$ cat config.mk
export PLATFORM = sky130hd
export DESIGN_NAME = multi_channel_soft_timer_bank
export DESIGN_NICKNAME = d
export VERILOG_FILES = /design/src/rtl/core/mcstb_pkg.sv /design/src/rtl/core/mcstb_ram.sv /design/src/rtl/core/multi_channel_soft_timer_bank.sv
export SDC_FILE = /design/constraint.sdc
export NUM_CORES = 2
export LEC_CHECK = 0
export BUFFER_PORTS_ARGS = -buffer_cell sky130_fd_sc_hd__buf_2
export CORE_ASPECT_RATIO = 1.5
export CORE_UTILIZATION = 54
export CTS_CLUSTER_DIAMETER = 30
export DETAILED_ROUTE_END_ITERATION = 10
export GPL_TIMING_DRIVEN = 1
export PLACE_DENSITY_LB_ADDON = 0.05
export SLEW_MARGIN = 25
export SYNTH_ARGS = -nofsm -noshare
export SYNTH_HDL_FRONTEND = slang
export SYNTH_HIERARCHICAL = 1
export SYNTH_SLANG_ARGS = --single-unit
$ cat constraint.sdc
create_clock -name aclk -period 15.9 [get_ports aclk]
set_clock_uncertainty 0.15 [all_clocks]
set_input_delay 0.795 -clock aclk [delete_from_list [all_inputs] [get_ports aclk]]
set_output_delay 0.795 -clock aclk [all_outputs]
set_load 0.05 [all_outputs]
$ cat src/rtl/core/mcstb_pkg.sv
// Shared constants and types of the soft timer bank: channel count, counter
// width, derived index widths and operation codes. No dependencies.
package mcstb_pkg;

    localparam int NUM_CHANNELS  = 16;
    localparam int COUNT_WIDTH   = 32;

    // Index width into the per-channel stores
    localparam int IDX_W         = (NUM_CHANNELS > 1) ? $clog2(NUM_CHANNELS) : 1;
    // Channels reachable through the 4-bit channel field
    localparam int SCAN_CHANNELS = (NUM_CHANNELS < 16) ? NUM_CHANNELS : 16;
    localparam int SCAN_W        = IDX_W + 1;

    typedef logic [COUNT_WIDTH-1:0] count_t;
    typedef logic [IDX_W-1:0]       idx_t;
    typedef logic [NUM_CHANNELS-1:0] chan_vec_t;

    localparam logic [2:0] OP_REGISTER = 3'd0;
    localparam logic [2:0] OP_ENABLE   = 3'd1;
    localparam logic [2:0] OP_DISABLE  = 3'd2;
    localparam logic [2:0] OP_TICK     = 3'd3;
    localparam logic [2:0] OP_SERVICE  = 3'd4;

endpackage

$ cat src/rtl/core/mcstb_ram.sv
// Generic simple dual-port RAM: one write port, one read port with a
// registered read that holds while read enable is low. No dependencies.
module mcstb_ram #(
    parameter int WIDTH = 32,
    parameter int DEPTH = 16
) (
    input  logic                                      aclk,
    input  logic                                      we,
    input  logic [((DEPTH > 1) ? $clog2(DEPTH) : 1)-1:0] waddr,
    input  logic [WIDTH-1:0]                          wdata,
    input  logic                                      re,
    input  logic [((DEPTH > 1) ? $clog2(DEPTH) : 1)-1:0] raddr,
    output logic [WIDTH-1:0]                          rdata
);

    logic [WIDTH-1:0] mem [DEPTH];

    // Write, then registered read
    always_ff @(posedge aclk) begin
        if (we) begin
            mem[waddr] <= wdata;
        end
        if (re) begin
            rdata <= mem[raddr];
        end
    end

endmodule

$ cat src/rtl/core/multi_channel_soft_timer_bank.sv
// Top level of the soft timer bank: sequencer, channel flags and the scan
// over the count and reload memories. Uses mcstb_pkg and mcstb_ram.
//
//  Channel  | Direction | Handshake          | Word contents
//  ---------+-----------+--------------------+----------------------------------------
//  s_       | in        | s_valid / s_ready  | op, channel, period, autoreload, async, notify
//  m_       | out       | m_valid / m_ready  | expired_channel, fired, last
//
// Register, disable, spare ops and service with nothing pending go from idle
// straight to the close; enable passes through ST_ENLOAD (one reload memory
// read). Tick, and service with pending set, scan with one count/reload
// memory read per channel, registered ahead of the update and write back.
// One word is handled at a time; s_ready is high only while idle. A stalled
// m_ channel holds the scan when a second expiry needs the output register,
// and holds the close of every word. Reset is synchronous and needs no clearing pass.
module multi_channel_soft_timer_bank (
    input  logic        aclk,
    input  logic        aresetn,
    input  logic        s_valid,
    output logic        s_ready,
    input  logic [2:0]  s_op,
    input  logic [3:0]  s_channel,
    input  logic [31:0] s_period,
    input  logic        s_autoreload,
    input  logic        s_async_mode,
    input  logic        s_notify,
    output logic        m_valid,
    input  logic        m_ready,
    output logic [3:0]  m_expired_channel,
    output logic        m_fired,
    output logic        m_last
);

    localparam logic [1:0] ST_IDLE   = 2'd0;
    localparam logic [1:0] ST_ENLOAD = 2'd1;
    localparam logic [1:0] ST_SCAN   = 2'd2;
    localparam logic [1:0] ST_DONE   = 2'd3;

    logic [1:0]                  state_reg, state_next;
    logic [2:0]                  op_reg;
    mcstb_pkg::idx_t             ch_reg;
    logic                        arl_reg, asy_reg, ntf_reg;

    mcstb_pkg::chan_vec_t        present_reg, running_reg, periodic_reg;
    mcstb_pkg::chan_vec_t        async_reg, notify_reg, cnt_valid_reg;
    logic                        pending_reg;

    logic [mcstb_pkg::SCAN_W-1:0] scan_idx_reg;
    logic                        proc_valid_reg;
    mcstb_pkg::idx_t             proc_idx_reg;
    logic                        pend_valid_reg;
    mcstb_pkg::idx_t             pend_ch_reg;

    logic                        m_valid_reg, m_fired_reg, m_last_reg;
    logic [3:0]                  m_ch_reg;

    // Memory ports
    logic                        cnt_we, cnt_re, rld_we, rld_re;
    mcstb_pkg::idx_t             cnt_waddr, rld_raddr, rld_waddr;
    mcstb_pkg::count_t           cnt_wdata, cnt_rdata, rld_rdata;

    logic                        accept, out_free, addr_ok, scan_more, scan_adv;
    mcstb_pkg::idx_t             s_idx, scan_addr;

    // Scan datapath
    logic                        is_tick, p_pres, p_run, p_per, p_asy, p_ntf;
    logic                        p_counts, p_fire, p_reload, p_emit, p_need_out, p_do;
    mcstb_pkg::count_t           p_cnt, p_newc;

    assign accept    = s_valid && s_ready;
    assign s_ready   = (state_reg == ST_IDLE);
    assign out_free  = !m_valid_reg || m_ready;
    assign addr_ok   = (32'(s_channel) < mcstb_pkg::NUM_CHANNELS);
    assign s_idx     = mcstb_pkg::IDX_W'(s_channel);
    assign scan_addr = scan_idx_reg[mcstb_pkg::IDX_W-1:0];
    assign scan_more = (scan_idx_reg < mcstb_pkg::SCAN_W'(mcstb_pkg::SCAN_CHANNELS));

    // Evaluate the channel whose entries were last read from the memories
    assign is_tick    = (op_reg == mcstb_pkg::OP_TICK);
    assign p_pres     = present_reg[proc_idx_reg];
    assign p_run      = running_reg[proc_idx_reg];
    assign p_per      = periodic_reg[proc_idx_reg];
    assign p_asy      = async_reg[proc_idx_reg];
    assign p_ntf      = notify_reg[proc_idx_reg];
    assign p_cnt      = cnt_valid_reg[proc_idx_reg] ? cnt_rdata : '0;
    assign p_counts   = p_pres && p_run && (is_tick ? p_asy : !p_asy);
    assign p_fire     = p_counts && (p_cnt <= mcstb_pkg::COUNT_WIDTH'(1));
    assign p_reload   = is_tick ? (p_per && p_ntf) : p_per;
    assign p_newc     = !p_fire ? (p_cnt - mcstb_pkg::COUNT_WIDTH'(1))
                                : (p_reload ? rld_rdata : '0);
    assign p_emit     = p_fire && p_ntf;
    assign p_need_out = p_emit && pend_valid_reg;
    assign scan_adv   = (state_reg == ST_SCAN)
                        && (!proc_valid_reg || !p_need_out || out_free);
    assign p_do       = scan_adv && proc_valid_reg;

    // Route memory ports
    always_comb begin
        cnt_we    = 1'b0;
        cnt_waddr = proc_idx_reg;
        cnt_wdata = p_newc;
        cnt_re    = scan_adv && scan_more;
        rld_we    = accept && (s_op == mcstb_pkg::OP_REGISTER) && addr_ok;
        rld_waddr = s_idx;
        rld_re    = cnt_re;
        rld_raddr = scan_addr;
        if (state_reg == ST_ENLOAD) begin
            cnt_we    = 1'b1;
            cnt_waddr = ch_reg;
            cnt_wdata = rld_rdata;
        end else if (p_do && p_counts) begin
            cnt_we = 1'b1;
        end
        if (accept && (s_op == mcstb_pkg::OP_ENABLE)) begin
            rld_re    = 1'b1;
            rld_raddr = s_idx;
        end
    end

    mcstb_ram #(.WIDTH(mcstb_pkg::COUNT_WIDTH), .DEPTH(mcstb_pkg::NUM_CHANNELS)) u_cnt_ram (
        .aclk  (aclk),
        .we    (cnt_we),
        .waddr (cnt_waddr),
        .wdata (cnt_wdata),
        .re    (cnt_re),
        .raddr (scan_addr),
        .rdata (cnt_rdata)
    );

    mcstb_ram #(.WIDTH(mcstb_pkg::COUNT_WIDTH), .DEPTH(mcstb_pkg::NUM_CHANNELS)) u_rld_ram (
        .aclk  (aclk),
        .we    (rld_we),
        .waddr (rld_waddr),
        .wdata (mcstb_pkg::COUNT_WIDTH'(s_period)),
        .re    (rld_re),
        .raddr (rld_raddr),
        .rdata (rld_rdata)
    );

    // Sequence one word
    always_comb begin
        state_next = state_reg;
        case (state_reg)
            ST_IDLE: begin
                if (accept) begin
                    if (s_op == mcstb_pkg::OP_ENABLE && addr_ok && present_reg[s_idx]) begin
                        state_next = ST_ENLOAD;
                    end else if (s_op == mcstb_pkg::OP_TICK
                                 || (s_op == mcstb_pkg::OP_SERVICE && pending_reg)) begin
                        state_next = ST_SCAN;
                    end else begin
                        state_next = ST_DONE;
                    end
                end
            end
            ST_ENLOAD: state_next = ST_DONE;
            ST_SCAN: begin
                if (!scan_more && !proc_valid_reg) begin
                    state_next = ST_DONE;
                end
            end
            ST_DONE: begin
                if (out_free) begin
                    state_next = ST_IDLE;
                end
            end
            default: state_next = ST_IDLE;
        endcase
    end

    // Hold the command of the word in work
    always_ff @(posedge aclk) begin
        if (accept) begin
            op_reg  <= s_op;
            ch_reg  <= s_idx;
            arl_reg <= s_autoreload;
            asy_reg <= s_async_mode;
            ntf_reg <= s_notify;
        end
        if (scan_adv) begin
            proc_idx_reg <= scan_addr;
        end
        if (p_do && p_emit) begin
            pend_ch_reg <= proc_idx_reg;
        end
    end

    // Control state, channel flags and output register
    always_ff @(posedge aclk) begin
        if (!aresetn) begin
            state_reg      <= ST_IDLE;
            present_reg    <= '0;
            running_reg    <= '0;
            periodic_reg   <= '0;
            async_reg      <= '0;
            notify_reg     <= '0;
            cnt_valid_reg  <= '0;
            pending_reg    <= 1'b0;
            scan_idx_reg   <= '0;
            proc_valid_reg <= 1'b0;
            pend_valid_reg <= 1'b0;
            m_valid_reg    <= 1'b0;
            m_fired_reg    <= 1'b0;
            m_last_reg     <= 1'b0;
            m_ch_reg       <= '0;
        end else begin
            state_reg <= state_next;

            // Drain the output register
            if (m_valid_reg && m_ready) begin
                m_valid_reg <= 1'b0;
            end

            // Register, disable, start of a scan
            if (accept) begin
                scan_idx_reg   <= '0;
                proc_valid_reg <= 1'b0;
                pend_valid_reg <= 1'b0;
                if (s_op == mcstb_pkg::OP_REGISTER && addr_ok) begin
                    present_reg[s_idx] <= 1'b1;
                end
                if (s_op == mcstb_pkg::OP_DISABLE && addr_ok) begin
                    running_reg[s_idx]   <= 1'b0;
                    periodic_reg[s_idx]  <= 1'b0;
                    cnt_valid_reg[s_idx] <= 1'b0;
                end
            end

            // Enable: count loaded from the reload memory this cycle
            if (state_reg == ST_ENLOAD) begin
                running_reg[ch_reg]   <= 1'b1;
                cnt_valid_reg[ch_reg] <= 1'b1;
                periodic_reg[ch_reg]  <= arl_reg;
                async_reg[ch_reg]     <= asy_reg;
                notify_reg[ch_reg]    <= ntf_reg;
            end

            // Advance the scan pipeline
            if (scan_adv) begin
                proc_valid_reg <= scan_more;
                if (scan_more) begin
                    scan_idx_reg <= scan_idx_reg + mcstb_pkg::SCAN_W'(1);
                end
            end

            // Update one channel
            if (p_do) begin
                if (is_tick && p_pres && !p_asy) begin
                    pending_reg <= 1'b1;
                end
                if (p_counts) begin
                    cnt_valid_reg[proc_idx_reg] <= 1'b1;
                end
                if (p_fire && !p_reload) begin
                    running_reg[proc_idx_reg] <= 1'b0;
                end
                if (p_emit) begin
                    pend_valid_reg <= 1'b1;
                    if (pend_valid_reg) begin
                        m_valid_reg <= 1'b1;
                        m_fired_reg <= 1'b1;
                        m_last_reg  <= 1'b0;
                        m_ch_reg    <= 4'(pend_ch_reg);
                    end
                end
            end

            // Close the word: last expiry or a plain acknowledgement
            if (state_reg == ST_DONE && out_free) begin
                m_valid_reg    <= 1'b1;
                m_fired_reg    <= pend_valid_reg;
                m_last_reg     <= 1'b1;
                m_ch_reg       <= pend_valid_reg ? 4'(pend_ch_reg) : 4'd0;
                pend_valid_reg <= 1'b0;
                if (op_reg == mcstb_pkg::OP_SERVICE) begin
                    pending_reg <= 1'b0;
                end
            end
        end
    end

    assign m_valid           = m_valid_reg;
    assign m_fired           = m_fired_reg;
    assign m_last            = m_last_reg;
    assign m_expired_channel = m_ch_reg;

    // A channel never runs without being present
    a_run_present: assert property (@(posedge aclk) disable iff (!aresetn)
        (running_reg & ~present_reg) == '0)
        else $error("running channel not present");

    // A running channel always has a written count
    a_run_count: assert property (@(posedge aclk) disable iff (!aresetn)
        (running_reg & ~cnt_valid_reg) == '0)
        else $error("running channel without count");

    // Scan pipeline and held expiry only exist during a counting word
    a_scan_only: assert property (@(posedge aclk) disable iff (!aresetn)
        (proc_valid_reg || pend_valid_reg) |->
            (state_reg == ST_SCAN || state_reg == ST_DONE))
        else $error("scan state outside a scan");

    // Closing a word always leaves a final result in the output register
    a_close: assert property (@(posedge aclk) disable iff (!aresetn)
        (state_reg == ST_DONE && out_free) |=>
            (state_reg == ST_IDLE && m_valid_reg && m_last_reg))
        else $error("word closed without final result");

endmodule
==> impl_results.md <==
- Run status: completed
- Total track usage: 26.5%
- Post-synth ARST share: 0%
- Crit share post-route: 38.2%
- Critical path, cell by cell: mux4_1 -> mux2i_1 -> mux2i_4 -> buf_4 -> nand2_1 -> inv_1 -> ha_1 -> nor2_1 -> inv_1 -> o2111a_1 -> nor4_4 -> a21o_1 -> nand3_1 -> nor3_2 -> buf_4
- YS warnings: 6
- Hpwl dp: 65500 um
- Die area: 90100 um^2
- CP bufs+invs: 4
- CTS max path bufs: 3
- Die X: 245 um
- Fin. Hold Viols: 0
- Netlist cell types: 77
- Drt total wl: 116000 um
- Finished Cell Area: 55600 um^2
- Total gr overflow: 0
- Final Util: 63.2%
- Fmax: 0.165 GHz
- Cell internal pwr: 6.65 mW
- CTS root buffer: clkbuf_16
- Synth-to-layout area growth: 15.8%
- Syn_nets: 2603
- Sw Ratio: 25.7%
- Initial core utilization: 54.6%
- Synthesized flop and latch total: 1219
- NumNets Final: 2737
- Row cnt: 133
- Combinational power share: 13.8%
- Post-CTS sizing: 0
- DRC viols: 0
- Worst Max-Slew Pin Slew: 1.10 ns
- Post-Syn Instances: 2550
- Post-synth EDFFs: 1106
- Register area share after synthesis: 73.9%
- Drt initial violations: 2253
- Critical-path maximum fanout: 34
- Power Density: 161 nW/um^2
- Number of diodes: 0
- Max-Cap Viols: 0
- Area after DPL: 49800 um^2
- Core Footprint: 87900 um^2
- Max-slew violation count: 0
- VDD IR max: 0.122 mV
- Crit path launch type: flip-flop
- Setup_tns: 0 ns
- Final min period: 6.07 ns
- CTS Buf Count: 160
- DR WL/cell: 29.2 um
- Placer congestion estimate: 0.906
- Worst hold path type: input port to flip-flop
- CTS clk-pin slew, worst paths: 0.06 ns
- Avg Cell Area, Syn: 18.8 um^2
- Die Y: 367 um
- Req. time, crit path: 16.14 ns
- Via-to-Cell Ratio: 6.29
- Ys flop type: edfxtp_1
- Clock Latency Late Sink: 0.76 ns
- IO Pins: 54
- Largest net degree at the start of global routing: 98
- Crit path arrival time: 6.31 ns
- Initial antenna violation count: 5
- H-Tree Depth: 4
- Worst rel slew slack: 26.3%
- Port-buffer cells: 53
- Synth Cell Area: 48000 um^2
- Setup CP Type: flip-flop to flip-flop
- Clock sinks: 1219
- Final setup violation count: 0
- First-pass GRT wire length: 171000 um
- RSZ-0062 raised after global routing: false
- Clock power share: 41.6%
- Initial DRT Pass Iterations: 6
- CP max stage delay: 0.84 ns
- Switching power: 2.30 mW
- Cts hold-fix bufs: 0
- Crit-path slowest cell: nor3_2
- Top flop regs: u_cnt_ram/mem: 512 flops, u_rld_ram/mem: 512 flops
- TritonCTS clock tree: built
- Vias: 25000
- Share of cells above drive strength 1: 26.5%
- Cell family with most CP delay: simple AND/OR/NAND/NOR gates
- Sequential share of power: 44.7%
- Post-route ant nets: 0
- P_leak: 17.4 nW
- Setup Fix Bufs, Post-CTS: 0
- Number of global-route vias before repair: 26200
- Crit end category: flip-flop
per-layer routing:
metal	vias to the layer above	global-route usage, %	part of all wire, %
li1	10800	-	-
met1	13100	32.6	37
met2	825	47.2	54
met3	217	5.12	5.9
met4	8	8.33	2.6
met5	-	0	0.047
cell type report:
cell class	instances	area, um^2
Inverter	11	41.3
Timing Repair Buffer	115	778
Tap cell	1147	1440
Clock buffer	182	4340
Multi-Input combinational cell	1177	12200
Fill cell	6111	32300
Sequential cell	1219	35500
Clock inverter	114	1320
power groups by stage:
stage                     combinational (mW)  clock [mW]  sequential, mW
after floorplan                        0.876           0            4.01
after global placement                  1.18           0            4.07
after detailed placement                1.24           0            4.06
after CTS                               1.24        3.78            4.00
after global routing                    1.33        3.91            4.01
final                                   1.23        3.72            4.00
path summary, 6_finish.rpt:
kind	startpoint	to	slack [ns]	cells past startpoint
max	proc_idx_reg[1]	u_cnt_ram/mem[12][11]	9.83	15
min	s_async_mode	asy_reg	0.07	1
max reg2reg	proc_idx_reg[1]	u_cnt_ram/mem[12][11]	9.83	15
min reg2reg	notify_reg[4]	notify_reg[4]	0.30	2
stage by stage:
stage	power, mW	worst slack, ns	hold slack (ns)	instances
floorplan	4.88	9.33	0.282	2550
global placement	5.25	10.03	0.293	3667
detailed placement	5.30	9.91	0.296	3669
CTS	9.02	9.86	0.0181	3965
global route	9.25	9.57	0.0239	3965
finish	8.96	9.83	0.0714	3965
logic make-up (layout without fill, tap and decap cells):
logic type,after synthesis,count (layout),share of synthesized area (%)
mux,325,325,14.3
compound gates,340,340,4.90
fa+ha+maj,7,7,0.182
simple gates,494,494,4.93
flops,1219,1219,73.9
xor+xnor,11,11,0.201
buf+inv,154,422,1.58
cell usage after synthesis, types with 24 or more instances:
library cell / count / area (um^2)
dfxtp_1: 113 / 2260
nand2_1: 179 / 672
a22oi_1: 131 / 983
buf_4: 24 / 180
edfxtp_1: 1106 / 33200
nand3_1: 30 / 150
nor3_1: 28 / 140
buf_2: 26 / 130
clkbuf_1: 65 / 244
nor2_1: 128 / 480
mux2i_1: 30 / 300
a21oi_1: 93 / 465
mux4_2: 267 / 6010
layout by cell type, fill, tap and decap left out, types with 10 or more instances in the layout:
master | synthesis | final
xnor2_1 | 10 | 10
a22oi_1 | 131 | 131
mux2_2 | 12 | 10
and3_1 | 10 | 10
inv_1 | 11 | 10
buf_4 | 24 | 58
clkinv_2 | 0 | 10
mux2i_1 | 30 | 29
dfxtp_1 | 113 | 111
nand3_1 | 30 | 30
nand2b_1 | 17 | 17
nand3b_1 | 20 | 20
mux4_2 | 267 | 267
nor2_1 | 128 | 101
buf_2 | 26 | 53
nor3_1 | 28 | 20
a211oi_1 | 18 | 18
nand4_1 | 17 | 17
o2bb2ai_2 | 0 | 12
clkinv_4 | 0 | 14
o21ai_0 | 20 | 18
inv_6 | 0 | 28
nor4_1 | 11 | 11
clkinv_1 | 0 | 16
clkbuf_16 | 0 | 171
inv_8 | 0 | 10
a21oi_1 | 93 | 93
nand2_1 | 179 | 179
mux4_1 | 14 | 14
bufinv_16 | 0 | 19
clkinvlp_4 | 0 | 13
a22o_1 | 18 | 18
nor2_4 | 0 | 27
edfxtp_1 | 1106 | 1106
Power figures use the tool's default switching activity.
